$ cat src/hdl/positional_array_table_assert.svh
// ----------------------------------------------------------------------------
// Assertion macros for the positional array table
// Concurrent assertion wrappers; these expand to nothing when SYNTHESIS is set.
// ----------------------------------------------------------------------------
`ifndef POSITIONAL_ARRAY_TABLE_ASSERT_SVH
`define POSITIONAL_ARRAY_TABLE_ASSERT_SVH
`ifndef SYNTHESIS
// The property must hold at every clock edge outside reset.
`define PAT_ASSERT(label, clk, rst, prop) \
   label: assert property (@(posedge clk) disable iff (rst) prop) \
      else $error("positional array table assertion failed");
// If the trigger holds, the consequence must hold in the following cycle.
`define PAT_ASSERT_NEXT(label, clk, rst, trig, conseq) \
   label: assert property (@(posedge clk) disable iff (rst) (trig) |=> (conseq)) \
      else $error("positional array table assertion failed");
`else
`define PAT_ASSERT(label, clk, rst, prop)
`define PAT_ASSERT_NEXT(label, clk, rst, trig, conseq)
`endif
`endif

$ cat src/hdl/pat_pkg.sv
// ----------------------------------------------------------------------------
// Positional array table package
// Shared widths, operation and status codes, and control types.
// ----------------------------------------------------------------------------
package pat_pkg;

   localparam int DEPTH_DEFAULT      = 16;
   localparam int VALUE_BITS_DEFAULT = 16;

   // Request and response field widths
   localparam int MODE_W      = 2;
   localparam int POS_W       = 4;
   localparam int IN_VALUE_W  = 16;
   localparam int IDX_OUT_W   = 4;
   localparam int OUT_VALUE_W = 16;
   localparam int COUNT_OUT_W = 5;
   localparam int STATUS_W    = 2;

   // Request modes
   localparam logic [MODE_W-1:0] MODE_SEARCH = 2'd0;
   localparam logic [MODE_W-1:0] MODE_INSERT = 2'd1;
   localparam logic [MODE_W-1:0] MODE_DELETE = 2'd2;
   localparam logic [MODE_W-1:0] MODE_REPORT = 2'd3;

   // Response status
   localparam logic [STATUS_W-1:0] STATUS_OK     = 2'd0;
   localparam logic [STATUS_W-1:0] STATUS_FULL   = 2'd1;
   localparam logic [STATUS_W-1:0] STATUS_BADPOS = 2'd2;
   localparam logic [STATUS_W-1:0] STATUS_EMPTY  = 2'd3;

   // Cell operations
   localparam int CELL_OP_W = 2;
   localparam logic [CELL_OP_W-1:0] CELL_HOLD   = 2'd0;
   localparam logic [CELL_OP_W-1:0] CELL_INSERT = 2'd1;
   localparam logic [CELL_OP_W-1:0] CELL_DELETE = 2'd2;
   localparam logic [CELL_OP_W-1:0] CELL_ROTATE = 2'd3;

   // Scan unit control
   typedef struct packed {
      logic step;    // take the head entry this cycle
      logic first;   // head entry is table index zero
   } scan_ctrl_type;

endpackage

$ cat src/hdl/pat_if.sv
// ----------------------------------------------------------------------------
// Positional array table channels
// Valid/ready request and response interfaces.
// ----------------------------------------------------------------------------
interface pat_req_if;
   logic                           valid;
   logic                           ready;
   logic [pat_pkg::MODE_W-1:0]     mode;
   logic [pat_pkg::POS_W-1:0]      position;
   logic [pat_pkg::IN_VALUE_W-1:0] value;

   modport source (output valid, output mode, output position, output value, input ready);
   modport sink   (input valid, input mode, input position, input value, output ready);
endinterface

interface pat_rsp_if;
   logic                            valid;
   logic                            ready;
   logic                            found;
   logic [pat_pkg::IDX_OUT_W-1:0]   found_index;
   logic [pat_pkg::OUT_VALUE_W-1:0] min_value;
   logic [pat_pkg::OUT_VALUE_W-1:0] max_value;
   logic [pat_pkg::COUNT_OUT_W-1:0] entry_count;
   logic [pat_pkg::STATUS_W-1:0]    status;

   modport source (output valid, output found, output found_index, output min_value,
                   output max_value, output entry_count, output status, input ready);
   modport sink   (input valid, input found, input found_index, input min_value,
                   input max_value, input entry_count, input status, output ready);
endinterface

$ cat src/hdl/pat_cell.sv
// ----------------------------------------------------------------------------
// Positional array table cell
// One table entry; shifts up, shifts down or rotates with its neighbors.
// ----------------------------------------------------------------------------
module pat_cell #(
   parameter int INDEX      = 0,
   parameter int CW         = 5,
   parameter int VALUE_BITS = pat_pkg::VALUE_BITS_DEFAULT
) (
   input  logic                          clock,
   input  logic [pat_pkg::CELL_OP_W-1:0] op,
   input  logic [CW-1:0]                 pos,
   input  logic [CW-1:0]                 last,
   input  logic [VALUE_BITS-1:0]         load_value,
   input  logic [VALUE_BITS-1:0]         prev_entry,
   input  logic [VALUE_BITS-1:0]         next_entry,
   input  logic [VALUE_BITS-1:0]         head_entry,
   output logic [VALUE_BITS-1:0]         entry
);

   localparam logic [CW-1:0] IDX = CW'(INDEX);

   logic [VALUE_BITS-1:0] entry_ff;
   logic [VALUE_BITS-1:0] entry_in;

   always_comb begin
      entry_in = entry_ff;
      unique case (op)
         pat_pkg::CELL_INSERT: begin
            if (IDX > pos) begin
               entry_in = prev_entry;
            end else if (IDX == pos) begin
               entry_in = load_value;
            end
         end
         pat_pkg::CELL_DELETE: begin
            if (IDX >= pos) begin
               entry_in = next_entry;
            end
         end
         pat_pkg::CELL_ROTATE: begin
            // Advance toward the head; the last valid cell takes the head entry.
            if (IDX < last) begin
               entry_in = next_entry;
            end else if (IDX == last) begin
               entry_in = head_entry;
            end
         end
         default: begin
            entry_in = entry_ff;
         end
      endcase
   end

   always_ff @(posedge clock) begin
      entry_ff <= entry_in;
   end

   assign entry = entry_ff;

endmodule

$ cat src/hdl/pat_scan.sv
// ----------------------------------------------------------------------------
// Positional array table scan unit
// Accumulates search match and min/max over entries passing the chain head.
// ----------------------------------------------------------------------------
module pat_scan #(
   parameter int VALUE_BITS = pat_pkg::VALUE_BITS_DEFAULT,
   parameter int IW         = 4
) (
   input  logic                   clock,
   input  pat_pkg::scan_ctrl_type ctrl,
   input  logic [VALUE_BITS-1:0]  head,
   input  logic [VALUE_BITS-1:0]  key,
   input  logic [IW-1:0]          step_index,
   output logic                   found_in,
   output logic [IW-1:0]          index_in,
   output logic [VALUE_BITS-1:0]  min_in,
   output logic [VALUE_BITS-1:0]  max_in
);

   logic                  found_ff;
   logic [IW-1:0]         index_ff;
   logic [VALUE_BITS-1:0] min_ff;
   logic [VALUE_BITS-1:0] max_ff;
   logic                  match;

   assign match = (head == key);

   always_comb begin
      if (ctrl.first) begin
         found_in = match;
         index_in = step_index;
         min_in   = head;
         max_in   = head;
      end else begin
         // Keep the lowest matching index.
         found_in = found_ff | match;
         index_in = found_ff ? index_ff : step_index;
         min_in   = (head < min_ff) ? head : min_ff;
         max_in   = (head > max_ff) ? head : max_ff;
      end
   end

   always_ff @(posedge clock) begin
      if (ctrl.step) begin
         found_ff <= found_in;
         index_ff <= index_in;
         min_ff   <= min_in;
         max_ff   <= max_in;
      end
   end

endmodule

$ cat src/hdl/positional_array_table.sv
// ----------------------------------------------------------------------------
// Positional array table
// Ordered table of DEPTH entries with search, insert, delete and min/max.
// ----------------------------------------------------------------------------
//
//   channel  | dir | handshake               | payload
//   ---------+-----+-------------------------+-----------------------------------
//   req_ch   | in  | valid/ready, taken when | mode, position, value
//            |     | both high at clock edge |
//   rsp_ch   | out | valid/ready             | found, found_index, min_value,
//            |     |                         | max_value, entry_count, status
//
// Insert and delete act in the cycle the request is taken: cells from the
// position upward load the new value or shift with their neighbor; a request
// that fails a check leaves the cells unchanged. Search and report rotate the
// valid entries once through the chain head, one entry per cycle, past the
// single scan unit, and land back in place.
// Synchronous reset empties the table and drops any pending response; entry
// storage is not cleared. A new request is taken while idle when the response
// register is empty or is being drained in the same cycle.
//
module positional_array_table #(
   parameter int DEPTH      = pat_pkg::DEPTH_DEFAULT,
   parameter int VALUE_BITS = pat_pkg::VALUE_BITS_DEFAULT
) (
   input logic      clock,
   input logic      reset,
   pat_req_if.sink  req_ch,
   pat_rsp_if.source rsp_ch
);

   `include "positional_array_table_assert.svh"

   localparam int CW = $clog2(DEPTH + 1);                       // count width
   localparam int IW = $clog2(DEPTH);                           // index width
   localparam int PW = (CW > pat_pkg::POS_W) ? CW : pat_pkg::POS_W;

   localparam logic ST_IDLE = 1'b0;
   localparam logic ST_SCAN = 1'b1;

   // Control
   logic          state_ff, state_in;
   logic [CW-1:0] count_ff, count_in;
   logic [IW-1:0] step_ff, step_in;
   logic [pat_pkg::MODE_W-1:0] mode_ff, mode_in;
   logic [VALUE_BITS-1:0]      key_ff, key_in;

   // Response register
   logic                              rsp_valid_ff, rsp_valid_in;
   logic                              rsp_found_ff, rsp_found_in;
   logic [pat_pkg::IDX_OUT_W-1:0]     rsp_index_ff, rsp_index_in;
   logic [pat_pkg::OUT_VALUE_W-1:0]   rsp_min_ff, rsp_min_in;
   logic [pat_pkg::OUT_VALUE_W-1:0]   rsp_max_ff, rsp_max_in;
   logic [pat_pkg::COUNT_OUT_W-1:0]   rsp_count_ff, rsp_count_in;
   logic [pat_pkg::STATUS_W-1:0]      rsp_status_ff, rsp_status_in;

   logic                          req_acc;
   logic                          out_free;
   logic                          empty;
   logic                          full;
   logic [PW-1:0]                 pos_wide;
   logic [PW-1:0]                 cnt_wide;
   logic [CW-1:0]                 last;
   logic [pat_pkg::CELL_OP_W-1:0] cell_op;
   logic [VALUE_BITS-1:0]         load_value;
   logic [VALUE_BITS-1:0]         entry_w [DEPTH];

   pat_pkg::scan_ctrl_type scan_ctrl;
   logic                   scan_found;
   logic [IW-1:0]          scan_index;
   logic [VALUE_BITS-1:0]  scan_min;
   logic [VALUE_BITS-1:0]  scan_max;

   assign req_acc    = req_ch.valid & req_ch.ready;
   assign out_free   = ~rsp_valid_ff | rsp_ch.ready;
   assign req_ch.ready = (state_ff == ST_IDLE) & out_free;

   assign empty      = (count_ff == '0);
   assign full       = (count_ff == CW'(DEPTH));
   assign pos_wide   = PW'(req_ch.position);
   assign cnt_wide   = PW'(count_ff);
   assign last       = count_ff - 1'b1;
   assign load_value = VALUE_BITS'(req_ch.value);

   // Chain of cells: each one sees its two neighbors and the head.
   for (genvar i = 0; i < DEPTH; i++) begin : g_cell
      logic [VALUE_BITS-1:0] prev_w;
      logic [VALUE_BITS-1:0] next_w;

      if (i == 0) begin : g_first
         assign prev_w = '0;
      end else begin : g_mid_prev
         assign prev_w = entry_w[i-1];
      end

      if (i == DEPTH - 1) begin : g_last
         assign next_w = '0;
      end else begin : g_mid_next
         assign next_w = entry_w[i+1];
      end

      pat_cell #(
         .INDEX      (i),
         .CW         (CW),
         .VALUE_BITS (VALUE_BITS)
      ) u_cell (
         .clock      (clock),
         .op         (cell_op),
         .pos        (CW'(req_ch.position)),
         .last       (last),
         .load_value (load_value),
         .prev_entry (prev_w),
         .next_entry (next_w),
         .head_entry (entry_w[0]),
         .entry      (entry_w[i])
      );
   end

   // The entry at the head during scan step k is the one at table index k.
   pat_scan #(
      .VALUE_BITS (VALUE_BITS),
      .IW         (IW)
   ) u_scan (
      .clock      (clock),
      .ctrl       (scan_ctrl),
      .head       (entry_w[0]),
      .key        (key_ff),
      .step_index (step_ff),
      .found_in   (scan_found),
      .index_in   (scan_index),
      .min_in     (scan_min),
      .max_in     (scan_max)
   );

   always_comb begin
      state_in      = state_ff;
      count_in      = count_ff;
      step_in       = step_ff;
      mode_in       = mode_ff;
      key_in        = key_ff;
      cell_op       = pat_pkg::CELL_HOLD;
      scan_ctrl     = '0;
      rsp_valid_in  = rsp_valid_ff & ~rsp_ch.ready;
      rsp_found_in  = rsp_found_ff;
      rsp_index_in  = rsp_index_ff;
      rsp_min_in    = rsp_min_ff;
      rsp_max_in    = rsp_max_ff;
      rsp_count_in  = rsp_count_ff;
      rsp_status_in = rsp_status_ff;

      unique case (state_ff)
         ST_IDLE: begin
            if (req_acc) begin
               rsp_valid_in  = 1'b1;
               rsp_found_in  = 1'b0;
               rsp_index_in  = '0;
               rsp_min_in    = '0;
               rsp_max_in    = '0;
               rsp_status_in = pat_pkg::STATUS_OK;
               case (req_ch.mode) inside
                  pat_pkg::MODE_INSERT: begin
                     if (full) begin
                        rsp_status_in = pat_pkg::STATUS_FULL;
                     end else if (pos_wide > cnt_wide) begin
                        rsp_status_in = pat_pkg::STATUS_BADPOS;
                     end else begin
                        cell_op  = pat_pkg::CELL_INSERT;
                        count_in = count_ff + 1'b1;
                     end
                  end
                  pat_pkg::MODE_DELETE: begin
                     if (empty) begin
                        rsp_status_in = pat_pkg::STATUS_EMPTY;
                     end else if (pos_wide >= cnt_wide) begin
                        rsp_status_in = pat_pkg::STATUS_BADPOS;
                     end else begin
                        cell_op  = pat_pkg::CELL_DELETE;
                        count_in = count_ff - 1'b1;
                     end
                  end
                  pat_pkg::MODE_SEARCH, pat_pkg::MODE_REPORT: begin
                     if (empty) begin
                        rsp_status_in = pat_pkg::STATUS_EMPTY;
                     end else begin
                        // Hold off the response until the rotation is done.
                        rsp_valid_in = 1'b0;
                        state_in     = ST_SCAN;
                        step_in      = '0;
                        mode_in      = req_ch.mode;
                        key_in       = load_value;
                     end
                  end
               endcase
               rsp_count_in = pat_pkg::COUNT_OUT_W'(count_in);
            end
         end
         ST_SCAN: begin
            cell_op         = pat_pkg::CELL_ROTATE;
            scan_ctrl.step  = 1'b1;
            scan_ctrl.first = (step_ff == '0);
            if (CW'(step_ff) == last) begin
               // Last valid entry at the head: the table is back in order.
               state_in      = ST_IDLE;
               rsp_valid_in  = 1'b1;
               rsp_found_in  = (mode_ff == pat_pkg::MODE_SEARCH) & scan_found;
               rsp_index_in  = rsp_found_in ? pat_pkg::IDX_OUT_W'(scan_index) : '0;
               rsp_min_in    = (mode_ff == pat_pkg::MODE_REPORT) ?
                               pat_pkg::OUT_VALUE_W'(scan_min) : '0;
               rsp_max_in    = (mode_ff == pat_pkg::MODE_REPORT) ?
                               pat_pkg::OUT_VALUE_W'(scan_max) : '0;
               rsp_count_in  = pat_pkg::COUNT_OUT_W'(count_ff);
               rsp_status_in = pat_pkg::STATUS_OK;
            end else begin
               step_in = step_ff + 1'b1;
            end
         end
         default: begin
            state_in = ST_IDLE;
         end
      endcase
   end

   always_ff @(posedge clock) begin
      if (reset) begin
         state_ff     <= ST_IDLE;
         count_ff     <= '0;
         rsp_valid_ff <= 1'b0;
      end else begin
         state_ff     <= state_in;
         count_ff     <= count_in;
         rsp_valid_ff <= rsp_valid_in;
      end
   end

   always_ff @(posedge clock) begin
      step_ff       <= step_in;
      mode_ff       <= mode_in;
      key_ff        <= key_in;
      rsp_found_ff  <= rsp_found_in;
      rsp_index_ff  <= rsp_index_in;
      rsp_min_ff    <= rsp_min_in;
      rsp_max_ff    <= rsp_max_in;
      rsp_count_ff  <= rsp_count_in;
      rsp_status_ff <= rsp_status_in;
   end

   assign rsp_ch.valid       = rsp_valid_ff;
   assign rsp_ch.found       = rsp_found_ff;
   assign rsp_ch.found_index = rsp_index_ff;
   assign rsp_ch.min_value   = rsp_min_ff;
   assign rsp_ch.max_value   = rsp_max_ff;
   assign rsp_ch.entry_count = rsp_count_ff;
   assign rsp_ch.status      = rsp_status_ff;

   `PAT_ASSERT(a_count_in_range, clock, reset, count_ff <= CW'(DEPTH))
   `PAT_ASSERT(a_scan_step_valid, clock, reset, (state_ff == ST_SCAN) |-> ((count_ff != '0) && (CW'(step_ff) < count_ff)))
   `PAT_ASSERT(a_scan_rsp_empty, clock, reset, (state_ff == ST_SCAN) |-> !rsp_valid_ff)
   `PAT_ASSERT_NEXT(a_insert_grows, clock, reset, req_acc && (req_ch.mode == pat_pkg::MODE_INSERT) && !full && (pos_wide <= cnt_wide), count_ff == $past(count_ff) + 1'b1)

endmodule
$ cat src/flat_wrapper.sv
// flat-port wrapper written by rule: the top's interface ports become plain ports
module positional_array_table_flat 
#(
   parameter int DEPTH      = pat_pkg::DEPTH_DEFAULT,
   parameter int VALUE_BITS = pat_pkg::VALUE_BITS_DEFAULT
)
  (clock, reset, req_ch_valid, req_ch_mode, req_ch_position, req_ch_value, req_ch_ready, rsp_ch_valid, rsp_ch_found, rsp_ch_found_index, rsp_ch_min_value, rsp_ch_max_value, rsp_ch_entry_count, rsp_ch_status, rsp_ch_ready);
  pat_req_if req_ch_i ();
  pat_rsp_if rsp_ch_i ();
  input logic clock;
  input logic reset;
  input wire logic [$bits(req_ch_i.valid)-1:0] req_ch_valid;
  input wire logic [$bits(req_ch_i.mode)-1:0] req_ch_mode;
  input wire logic [$bits(req_ch_i.position)-1:0] req_ch_position;
  input wire logic [$bits(req_ch_i.value)-1:0] req_ch_value;
  output wire logic [$bits(req_ch_i.ready)-1:0] req_ch_ready;
  output wire logic [$bits(rsp_ch_i.valid)-1:0] rsp_ch_valid;
  output wire logic [$bits(rsp_ch_i.found)-1:0] rsp_ch_found;
  output wire logic [$bits(rsp_ch_i.found_index)-1:0] rsp_ch_found_index;
  output wire logic [$bits(rsp_ch_i.min_value)-1:0] rsp_ch_min_value;
  output wire logic [$bits(rsp_ch_i.max_value)-1:0] rsp_ch_max_value;
  output wire logic [$bits(rsp_ch_i.entry_count)-1:0] rsp_ch_entry_count;
  output wire logic [$bits(rsp_ch_i.status)-1:0] rsp_ch_status;
  input wire logic [$bits(rsp_ch_i.ready)-1:0] rsp_ch_ready;
  assign req_ch_i.valid = req_ch_valid;
  assign req_ch_i.mode = req_ch_mode;
  assign req_ch_i.position = req_ch_position;
  assign req_ch_i.value = req_ch_value;
  assign req_ch_ready = req_ch_i.ready;
  assign rsp_ch_valid = rsp_ch_i.valid;
  assign rsp_ch_found = rsp_ch_i.found;
  assign rsp_ch_found_index = rsp_ch_i.found_index;
  assign rsp_ch_min_value = rsp_ch_i.min_value;
  assign rsp_ch_max_value = rsp_ch_i.max_value;
  assign rsp_ch_entry_count = rsp_ch_i.entry_count;
  assign rsp_ch_status = rsp_ch_i.status;
  assign rsp_ch_i.ready = rsp_ch_ready;
  positional_array_table #(.DEPTH(DEPTH), .VALUE_BITS(VALUE_BITS)) u_core (.clock(clock), .reset(reset), .req_ch(req_ch_i), .rsp_ch(rsp_ch_i));
endmodule
$ cat config.mk
export PLATFORM = sky130hd
export DESIGN_NAME = positional_array_table_flat
export DESIGN_NICKNAME = d
export VERILOG_FILES = /design/src/hdl/pat_pkg.sv /design/src/hdl/pat_if.sv /design/src/hdl/pat_cell.sv /design/src/hdl/pat_scan.sv /design/src/hdl/positional_array_table.sv /design/src/flat_wrapper.sv
export VERILOG_INCLUDE_DIRS = /design/src /design/src/hdl
export SDC_FILE = /design/constraint.sdc
export NUM_CORES = 1
export LEC_CHECK = 0
export ABC_CLOCK_PERIOD_IN_PS = 7200
export BUFFER_PORTS_ARGS = -buffer_cell sky130_fd_sc_hd__buf_2
export CORE_MARGIN = 8
export CORE_UTILIZATION = 40
export DETAILED_ROUTE_END_ITERATION = 10
export GPL_ROUTABILITY_DRIVEN = 0
export GPL_TIMING_DRIVEN = 0
export MAX_ROUTING_LAYER = met4
export PLACE_DENSITY = 0.56
export RECOVER_POWER = 25
export SLEW_MARGIN = 20
export SYNTH_ARGS = -nofsm -noshare
export SYNTH_HDL_FRONTEND = slang
export SYNTH_SLANG_ARGS = --single-unit
$ cat constraint.sdc
create_clock -name clock -period 7.2 [get_ports clock]
set_clock_uncertainty 0.2 [all_clocks]
set_input_delay 1.44 -clock clock [delete_from_list [all_inputs] [get_ports clock]]
set_output_delay 1.44 -clock clock [all_outputs]
set_load 0.01 [all_outputs]
# Word level (Yosys, flattened, before mapping)

Index checks and enable logic that the tools add are counted.

Latch bits: 0
Logic and storage cells: 387
Input port bits: 26
Bits in writable memories: 0
Flip-flop bits (word level): 366
Output and inout port bits: 46
Memories: 0
ROM bits: 0

Div/mod/pow operators: 0
$lt $le $gt $ge: 52
Shifts and indexed selects: 0
$mul: 0
Bitwise gates (word level): 12
Equal/unequal tests: 95
$add $sub $neg: 3
Mux-type cells: 166
Reductions and logical operators: 27

Operator list:

| kind                                                             | count |
|---|---|
| 2-to-1 mux 16 bit                                                | 88 |
| case mux 16 bit (3 select lines)                                 | 16 |
| != test 3 bit, second input constant                             | 31 |
| case mux 16 bit (2 select lines)                                 | 2 |
| AND reduction 4 bit                                              | 16 |
| != test 2 bit, second input constant                             | 23 |
| 2-to-1 mux 4 bit                                                 | 11 |
| equality test 4 x 5 -> 1 bit, first input constant               | 8 |
| less-than comparator 4 x 5 -> 1 bit, first input constant        | 8 |
| 2-to-1 mux 5 bit                                                 | 8 |
| 2-to-1 mux 2 bit                                                 | 17 |
| equality test 4 bit, first input constant                        | 8 |
| greater-or-equal comparator 4 bit, first input constant          | 8 |
| greater-than comparator 4 bit, first input constant              | 8 |
| equality test 3 x 5 -> 1 bit, first input constant               | 4 |
| less-than comparator 3 x 5 -> 1 bit, first input constant        | 4 |
| equality test 16 bit                                             | 1 |
| equality test 3 x 4 -> 1 bit, first input constant               | 4 |
| greater-or-equal comparator 3 x 4 -> 1 bit, first input constant | 4 |
| greater-than comparator 16 bit                                   | 1 |
| greater-than comparator 3 x 4 -> 1 bit, first input constant     | 4 |
| less-than comparator 16 bit                                      | 1 |
| 2-to-1 mux 1 bit                                                 | 16 |
| case mux 4 bit (2 select lines)                                  | 2 |
| other kinds (33)                                                 | 62 |

# Logic depth before layout (Yosys ltp)

Gate-level depths: netlist of run 1.

Depth in word-level cells: 10
Mapped depth: 13
Gate-level depth less buffers: 8

# Modules after synthesis

From an unflattened synthesis of run 1, not the netlist that was laid out.

Cells, all modules: 2,228
Area, all modules: 25,102.8 µm²

By module, submodules not included:

| module                               | instances | seq. area each (µm²) | area an instance (µm²) | cells an instance |
|---|---|---|---|---|
| positional_array_table               | 1         | 2,122.0              | 3,363.2                | 268 |
| pat_scan                             | 1         | 1,111.1              | 2,576.2                | 211 |
| pat_cell at u_core.g_cell[5].u_cell  | 1         | 480.5                | 1,639.1                | 139 |
| pat_cell at u_core.g_cell[13].u_cell | 1         | 480.5                | 1,512.7                | 144 |
| pat_cell at u_core.g_cell[1].u_cell  | 1         | 480.5                | 1,401.3                | 140 |
| pat_cell at u_core.g_cell[12].u_cell | 1         | 480.5                | 1,341.3                | 117 |
| pat_cell at u_core.g_cell[14].u_cell | 1         | 480.5                | 1,239.9                | 120 |
| pat_cell at u_core.g_cell[4].u_cell  | 1         | 480.5                | 1,217.4                | 115 |
| pat_cell at u_core.g_cell[6].u_cell  | 1         | 480.5                | 1,189.9                | 103 |
| pat_cell at u_core.g_cell[10].u_cell | 1         | 480.5                | 1,148.6                | 103 |
| pat_cell at u_core.g_cell[2].u_cell  | 1         | 480.5                | 1,123.6                | 100 |
| pat_cell at u_core.g_cell[9].u_cell  | 1         | 480.5                | 1,089.8                | 98 |
| pat_cell at u_core.g_cell[3].u_cell  | 1         | 480.5                | 1,078.5                | 102 |
| pat_cell at u_core.g_cell[8].u_cell  | 1         | 480.5                | 1,064.8                | 99 |
| 4 more rows                          | n/a       | n/a                  | n/a                    | n/a |

# Least setup slack after synthesis of run 1

OpenSTA, ideal clock, no wires.

Path kind: in2reg
Start point: input port req_ch_position[3]
End point: register u_core.g_cell[0].u_cell.entry_ff[0] (enable)
Buffers on the path: 2
Data required time: 6.589 ns
Arrival: 3.660 ns
Library setup time: 0.411 ns
Setup slack: 2.929 ns
Cell stages on the path: 5
Path through: clkbuf_1 nor2_2 nand2_1 clkbuf_1 o21ai_0

Word-level cells in the longest chain between the ends: 10
Elaborated cells between the ends (all ways): 21
Classes of those cells: 4 x order compare; 6 x eq/ne; 8 x mux; 3 x reduce/logical

Ends and longest elaborated chain:

| what                                                                | line                          | text |
|---|---|---|
| from (decl)                                                         | flat_wrapper.sv:14            | `input wire logic [$bits(req_ch_i.position)-1:0] req_ch_position;` |
| greater-or-equal comparator 4 x 5 -> 1 bit                          | positional_array_table.sv:174 | `end else if (pos_wide >= cnt_wide) begin` |
| 2-to-1 mux 2 bit                                                    | positional_array_table.sv:174 |  |
| 2-to-1 mux 2 bit                                                    | positional_array_table.sv:172 | `if (empty) begin` |
| 2-to-1 mux 2 bit (2 in series)                                      | positional_array_table.sv:160 | `case (req_ch.mode) inside` |
| 2-to-1 mux 2 bit                                                    | positional_array_table.sv:153 | `if (req_acc) begin` |
| case mux 2 bit (2 select lines)                                     | positional_array_table.sv:151 | `unique case (state_ff)` |
| equality test 2 x 1 -> 1 bit or equality test 2 bit (tied branches) | pat_cell.sv:28                | `unique case (op)` |
| != test 3 bit (no source line), or another cell as far along        | n/a                           |  |
| AND reduction 4 bit (no source line) (*)                            | n/a                           |  |
| to (signal assigned)                                                | pat_cell.sv:56                | `entry_ff <= entry_in;` |
| to (decl)                                                           | pat_cell.sv:23                | `logic [VALUE_BITS-1:0] entry_ff;` |

Mark *: on every way between the ends. The rest lies on a longest branch, timed or not.
A chain may end at the register's enable or synchronous reset.

# Worst setup path in the final report of run 1

Start point: register u_core.state_ff
End point: output port req_ch_ready

Word-level cells in the longest chain between the ends: 2

Ends and longest elaborated chain:

| what                       | line                          | text |
|---|---|---|
| from (decl)                | positional_array_table.sv:42  | `logic state_ff, state_in;` |
| from (signal assigned)     | positional_array_table.sv:229 | `state_ff <= state_in;` |
| NOT 1 bit (no source line) | n/a                           |  |
| AND 1 bit                  | positional_array_table.sv:76  | `assign req_ch.ready = (state_ff == ST_IDLE) & out_free;` |
| to (decl)                  | flat_wrapper.sv:16            | `output wire logic [$bits(req_ch_i.ready)-1:0] req_ch_ready;` |

No other way between the ends.

==> metrics, run 1 <==
outcome=finished, violations left; failing checks=max-capacitance violations, max-slew violations; placed cell area=23600 um2; DR WL/cell=just under 30 um; crit path time final=~5300 ps; pin count of the biggest net entering global routing=34; gr usage total=~27%; Die Ht=251 um; Post-DP HPWL=~63000 um; critical-path cell list=inv_1 -> clkbuf_1 -> clkbuf_1 -> and2_1 -> buf_2; Worst Path Buf+Inv=4; Total Routed Length=around 87000 um; Min-Delay Path Class=flop to flop; Syn Inst Count=roughly 2100; Horiz. Die Dim=between 200 and 300 um; CP Data Arrival Time=about 3700 ps; Setup Buffers After CTS=0; CTS resizes=0; Slew headroom=-13.4%; max cap viols=1; synthesized net count=about 2100; vias in the first global route=~18000; DR top layer=met4; CP Max Fanout=24; Most used DFF post-synth=edfxtp_1; final setup TNS=0 ps; CTS Hold Bufs=0; EDFF count, synth=around 360; DRT iter0 DRCs=about 2000; Area Growth Syn to Fin=11.5%; area of the mapped netlist=approximately 22000 um2; CTS Buf Count=43; wire length on met1=33500 um; Clock Tree Root=clkbuf_16; Skew-Pair Late Insertion Delay=590 ps; Worst path slowest cell=clkbuf_1; clk buf depth=3; H-tree Lvls=2; WS Path Type=flop to output port; Seq/Total Area, Yosys=roughly half; Ys Warns=0; crit path launch=u_core.state_ff; hold path start=u_core.g_cell[1].u_cell.entry[0]; router iterations before antenna repair=7; final hold viol count=0; Core ar.=54900 um2; Residual DRC=0; Sink Count=roughly 370; wire length on met2=between 30000 and 40000 um; Starting Density=roughly 40%; overall power=0.00617 W; CP delay by family, top=buffers and inverters; fmax=189 MHz; Clk pin slew, worst setup/hold paths=60 ps; Max stage delay on crit path=slightly above 900 ps; Synth Register Bits=366; via count=around 19000; Filler Cells Inserted=about 5200; period utilization=73.6%; Setup-failing EPs final=0; reg2reg start=u_core.cnt_wide[1]; crit start category=flop; pre-CTS setup slack=between 2000 and 2500 ps; post-route ant nets=0; Distinct cells, synth=between 70 and 80; Worst setup EP type=output port; Pleak=just over 9 nW; WL met3=7830 um; diode count=0; PnR worst setup slack=1900 ps; CTS tree=done; max-slew violations=8; Power Dens Cells=250 nW/um2; global-route wire length before repair=about 120000 um; Nets=~2300; maximum vdd ir drop=between 0.15 and 0.2 mV; ys async rst share=0%; RSZ-0062 raised after global routing=false; Top Ports=72; fraction of layout cells with a size suffix above 1=8.23%; DR vias/cell=between 6 and 7; WP data required=around 5600 ps; CP most frequent cell=clkbuf_1; I/O Buffers=between 70 and 80; syn_area_per_cell=around 11 um2; row count=86; worst slew pin tran=roughly 1700 ps; final non-filler cell area=about 25000 um2; die area=63200 um2; grt total ovfl=0; initial antenna violation count=3
## area by class of cell
class                   count  area, um2  area share [%]
plain buffers             185        817            3.31
well taps                 704        881            3.57
clock inverters            23        166           0.674
flip-flops and latches    366      10900            44.2
multi-input cells        1415       9980            40.4
clock buffers              52       1110            4.49
inverters                 113        424            1.72
repair buffers             82        390            1.58
## routing by layer
metal | GRT usage (%) | vias up
li1 | - | 8079
met1 | 32.6 | 9119
met2 | 42.7 | 1216
met3 | 5.43 | 286
met4 | 15.7 | 0
met5 | - | -
## placed cells by master, fill, tap and decap left out, types with 43 or more instances in the layout
cell / n
ha_1: 44
mux2i_1: 334
a21oi_1: 99
nand2_1: 313
o21ai_0: 57
inv_1: 110
nor2_1: 100
edfxtp_1: 359
buf_2: 71
o221ai_1: 209
clkbuf_1: 180
clkbuf_16: 43
## through the flow
step                std cells  hold WS, ps  utilization (%)
global route             2940          385             45.0
detailed placement       2865          346             43.0
global placement         2854          334             42.6
finish                   2940          361             45.0
CTS                      2940          360             45.3
floorplan                2079          317                -
## kinds of logic (layout without fill, tap and decap cells)
logic type | after synthesis | after routing | share of synthesized area (%)
flops | 366 | 366 | 49.3
xor+xnor | 31 | 31 | 1.29
fa+ha+maj | 44 | 44 | 2.49
mux | 342 | 342 | 15.5
simple gates | 539 | 539 | 10.6
buf+inv | 298 | 455 | 5.63
compound gates | 459 | 459 | 15.2
## worst min-delay path, stage by stage (launching register included)
cell and delay, ps:
edfxtp_1 350, nand2_1 50, nand2_1 60
## synthesized netlist by cell type (7+ instances only)
cell        n  share of area [%]
a21oi_1    98                2.2
a21oi_2     7               0.28
and2_1      9               0.25
buf_2      66                1.5
buf_4       8               0.27
clkbuf_1  107                1.8
dfxtp_1     7               0.63
edfxtp_1  359                 49
ha_1       44                2.5
inv_1     109                1.8
mux2_2      8               0.41
mux2i_1   334                 15
nand2_1   314                5.3
nand3_1    26               0.59
nor2_1    100                1.7
nor2b_1    38                1.1
nor3_1     11               0.25
o211ai_1   17               0.58
o21ai_0    62                1.4
o221ai_1  209                8.3
or2_2       7               0.20
xnor2_1    11               0.43
xor2_1     18               0.71
## power by group
part | switching [W] | internal (W)
Clock | 0.000937 | 0.00117
Combinational | 0.000913 | 0.000465
Sequential | 0.000112 | 0.00257
## final timing paths
kind | end | slack (ps) | cells after the start
hold / removal | u_core.g_cell[0].u_cell.entry[0] | 360 | 2
setup reg to reg | u_core.g_cell[9].u_cell.entry[9] | 2070 | 8
setup / recovery | req_ch_ready | 1900 | 5
hold reg to reg | u_core.g_cell[0].u_cell.entry[0] | 360 | 2
## flip-flops by register name, indices dropped and copies added (netlist names)
register,cells
u_core.rsp_ch.max_value,16
u_core.rsp_ch.min_value,16
u_core.rsp_ch.status,2
u_core.rsp_ch.found_index,4
u_core.u_scan.min_ff,16
u_core.rsp_ch.found,1
u_core.cnt_wide,5
u_core.state_ff,1
u_core.u_scan.found_ff,1
u_core.step_ff,4
u_core.rsp_ch.entry_count,5
u_core.key_ff,16
u_core.rsp_ch.valid,1
u_core.mode_ff,2
u_core.u_scan.index_ff,4
u_core.u_scan.max_ff,16
u_core.g_cell.u_cell.entry,256
Note: power is estimated with default switching activity, not from simulation.
==> run 2, diff against run 1 <==
--- a/config.mk
+++ b/config.mk
@@ -6,7 +6,7 @@
 export SDC_FILE = /design/constraint.sdc
 export NUM_CORES = 1
 export LEC_CHECK = 0
-export ABC_CLOCK_PERIOD_IN_PS = 7200
+export ABC_CLOCK_PERIOD_IN_PS = 5480
 export BUFFER_PORTS_ARGS = -buffer_cell sky130_fd_sc_hd__buf_2
 export CORE_MARGIN = 8
 export CORE_UTILIZATION = 40
==> constraint.sdc (replaced) <==
create_clock -name clock -period 5.48 [get_ports clock]
set_clock_uncertainty 0.2 [all_clocks]
set_input_delay 1.096 -clock clock [delete_from_list [all_inputs] [get_ports clock]]
set_output_delay 1.096 -clock clock [all_outputs]
set_load 0.01 [all_outputs]
==> metrics, run 2 (synthesized netlist as in run 1, its figures left out) <==
pin count of the biggest net entering global routing=34 (unchanged); post-route ant nets=0 (unchanged); WHS Path Cells=2 (unchanged); Min-Delay Path Class=flop to flop; RR Endpoint=u_core.g_cell[11].u_cell.entry[12]; fraction of layout cells with a size suffix above 1=8.23% (unchanged); WL met3=7840 um (+0.18%); worst hold endpoint=u_core.g_cell[0].u_cell.entry[0]; Post-DP HPWL=62500 um (unchanged); Area Growth Syn to Fin=11.5% (about the same); clk buf depth=3 (unchanged); maximum vdd ir drop=0.246 mV (+31%); Core ar.=54900 um2 (unchanged); max-slew violations=8 (unchanged); most frequent cells in the layout=edfxtp_1 (359), mux2i_1 (334), nand2_1 (313); Clock Tree Root=clkbuf_16; Pleak=9.14 nW (about the same); pre-CTS setup slack=1050 ps (-1380 ps); Starting Density=40.4% (unchanged); Total Routed Length=86700 um (about the same); diode count=0 (unchanged); WS Path Type=flop to output port; max cap viols=1 (unchanged); crit start category=flop; failing checks=max-capacitance violations, max-slew violations; max FFs per register=256 (unchanged); final hold viol count=0 (unchanged); wire length on met2=39400 um (-0.82%); period utilization=around 92%; Skew-Pair Late Insertion Delay=600 ps (about the same); final non-filler cell total=2940 (unchanged); CP Data Arrival Time=3760 ps (+100 ps); Clk pin slew, worst setup/hold paths=60 ps (about the same); worst r2r path cells=8 (unchanged); via count=18600 (-0.48%); CTS tree=done; vias in the first global route=18300 (unchanged); Die Ht=251 um (unchanged); Nets=2276 (unchanged); initial antenna violation count=3 (unchanged); DRT iter0 DRCs=1871 (-6.5%); flop2flop setup slack=580 ps (-1490 ps); H-tree Lvls=2 (unchanged); Slew headroom=-13.6% (-0.18 points); commonest non-fill, non-tap cell in the layout=edfxtp_1; final hold slack=362 ps (+0.621 ps); gr usage total=27.3% (unchanged); row count=86 (unchanged); Horiz. Die Dim=251 um (unchanged); crit path time final=a little over 5000 ps; DR vias/cell=6.33 (-0.48%); Setup-failing EPs final=0 (unchanged); Worst setup EP type=output port; Power Dens Cells=328 nW/um2 (+31%); CP Max Fanout=24 (unchanged); Residual DRC=0 (unchanged); DR top layer=met4; RSZ-0062 raised after global routing=false; reg2reg start=u_core.cnt_wide[1]; outcome=finished, violations left; WP data required=4180 ps (-1380 ps); wire length on met1=33600 um (+0.13%); PnR worst setup slack=426 ps (-1480 ps); Sink Count=366 (unchanged); router iterations before antenna repair=6 (-1); global-route wire length before repair=125000 um (unchanged); DP Cell Count=2865 (unchanged); worst slew pin tran=1680 ps (+2.70 ps); CTS Hold Bufs=0 (unchanged); grt total ovfl=0 (unchanged); DR WL/cell=29.5 um (about the same); Top Ports=72 (unchanged); Final Core Density=45.0% (about the same); CTS resizes=0 (unchanged); die area=63200 um2 (unchanged); fmax=~200 MHz; I/O Buffers=71 (unchanged); CTS Buf Count=43 (unchanged); hold path start=u_core.g_cell[1].u_cell.entry[0]; Setup Buffers After CTS=0 (unchanged)
-- run 2: how the worst max path moves through the flow --
stage,start,endpoint
4_1_cts,u_core.state_ff,req_ch_ready
2_1_floorplan,req_ch_position[3],u_core.g_cell[0].u_cell.entry[0]
6_report,u_core.state_ff,req_ch_ready
5_1_grt,u_core.state_ff,req_ch_ready
3_3_place_gp,u_core.state_ff,u_core.g_cell[14].u_cell.entry[12]
3_5_place_dp,req_ch_position[0],u_core.g_cell[7].u_cell.entry[4]
-- run 2: cell type report --
| class | instances | area [um2] |
|---|---|---|
| clock buffer | 52 | 1110 |
| fill | 5168 | 30200 |
| timing repair buffer | 82 | 390 |
| sequential | 366 | 10900 |
| tap | 704 | 881 |
| clock inverter | 23 | 166 |
| inverter | 113 | 424 |
| buffer | 185 | 817 |
| multi-input combinational | 1415 | 9990 |
-- run 2: routing by layer --
metal  track usage [%]  up-vias
met5                 -        -
met4              15.7        0
met3              5.43      294
met2              42.7     1163
met1              32.6     9066
li1                  -     8087
-- run 2: where the power goes --
group	switching, W	internal [W]
clock network	0.00123	0.00153
registers	0.000146	0.00338
logic	0.00120	0.000611
-- run 2: metrics by stage --
stage / cell area [um2] / setup TNS (ps) / total power, W
after floorplan: 22200 / 0 / 0.00472
after global placement: 23400 / -22460 / 0.00531
after detailed placement: 23600 / 0 / 0.00536
after CTS: 24900 / 0 / 0.00809
final: 24700 / 0 / 0.00810
after global routing: 24700 / 0 / 0.00833
-- run 2: critical path, cell delays in order (launching register included) --
cell	delay [ps]
dfxtp_1	700
inv_1	530
clkbuf_1	600
clkbuf_1	960
and2_1	240
buf_2	130
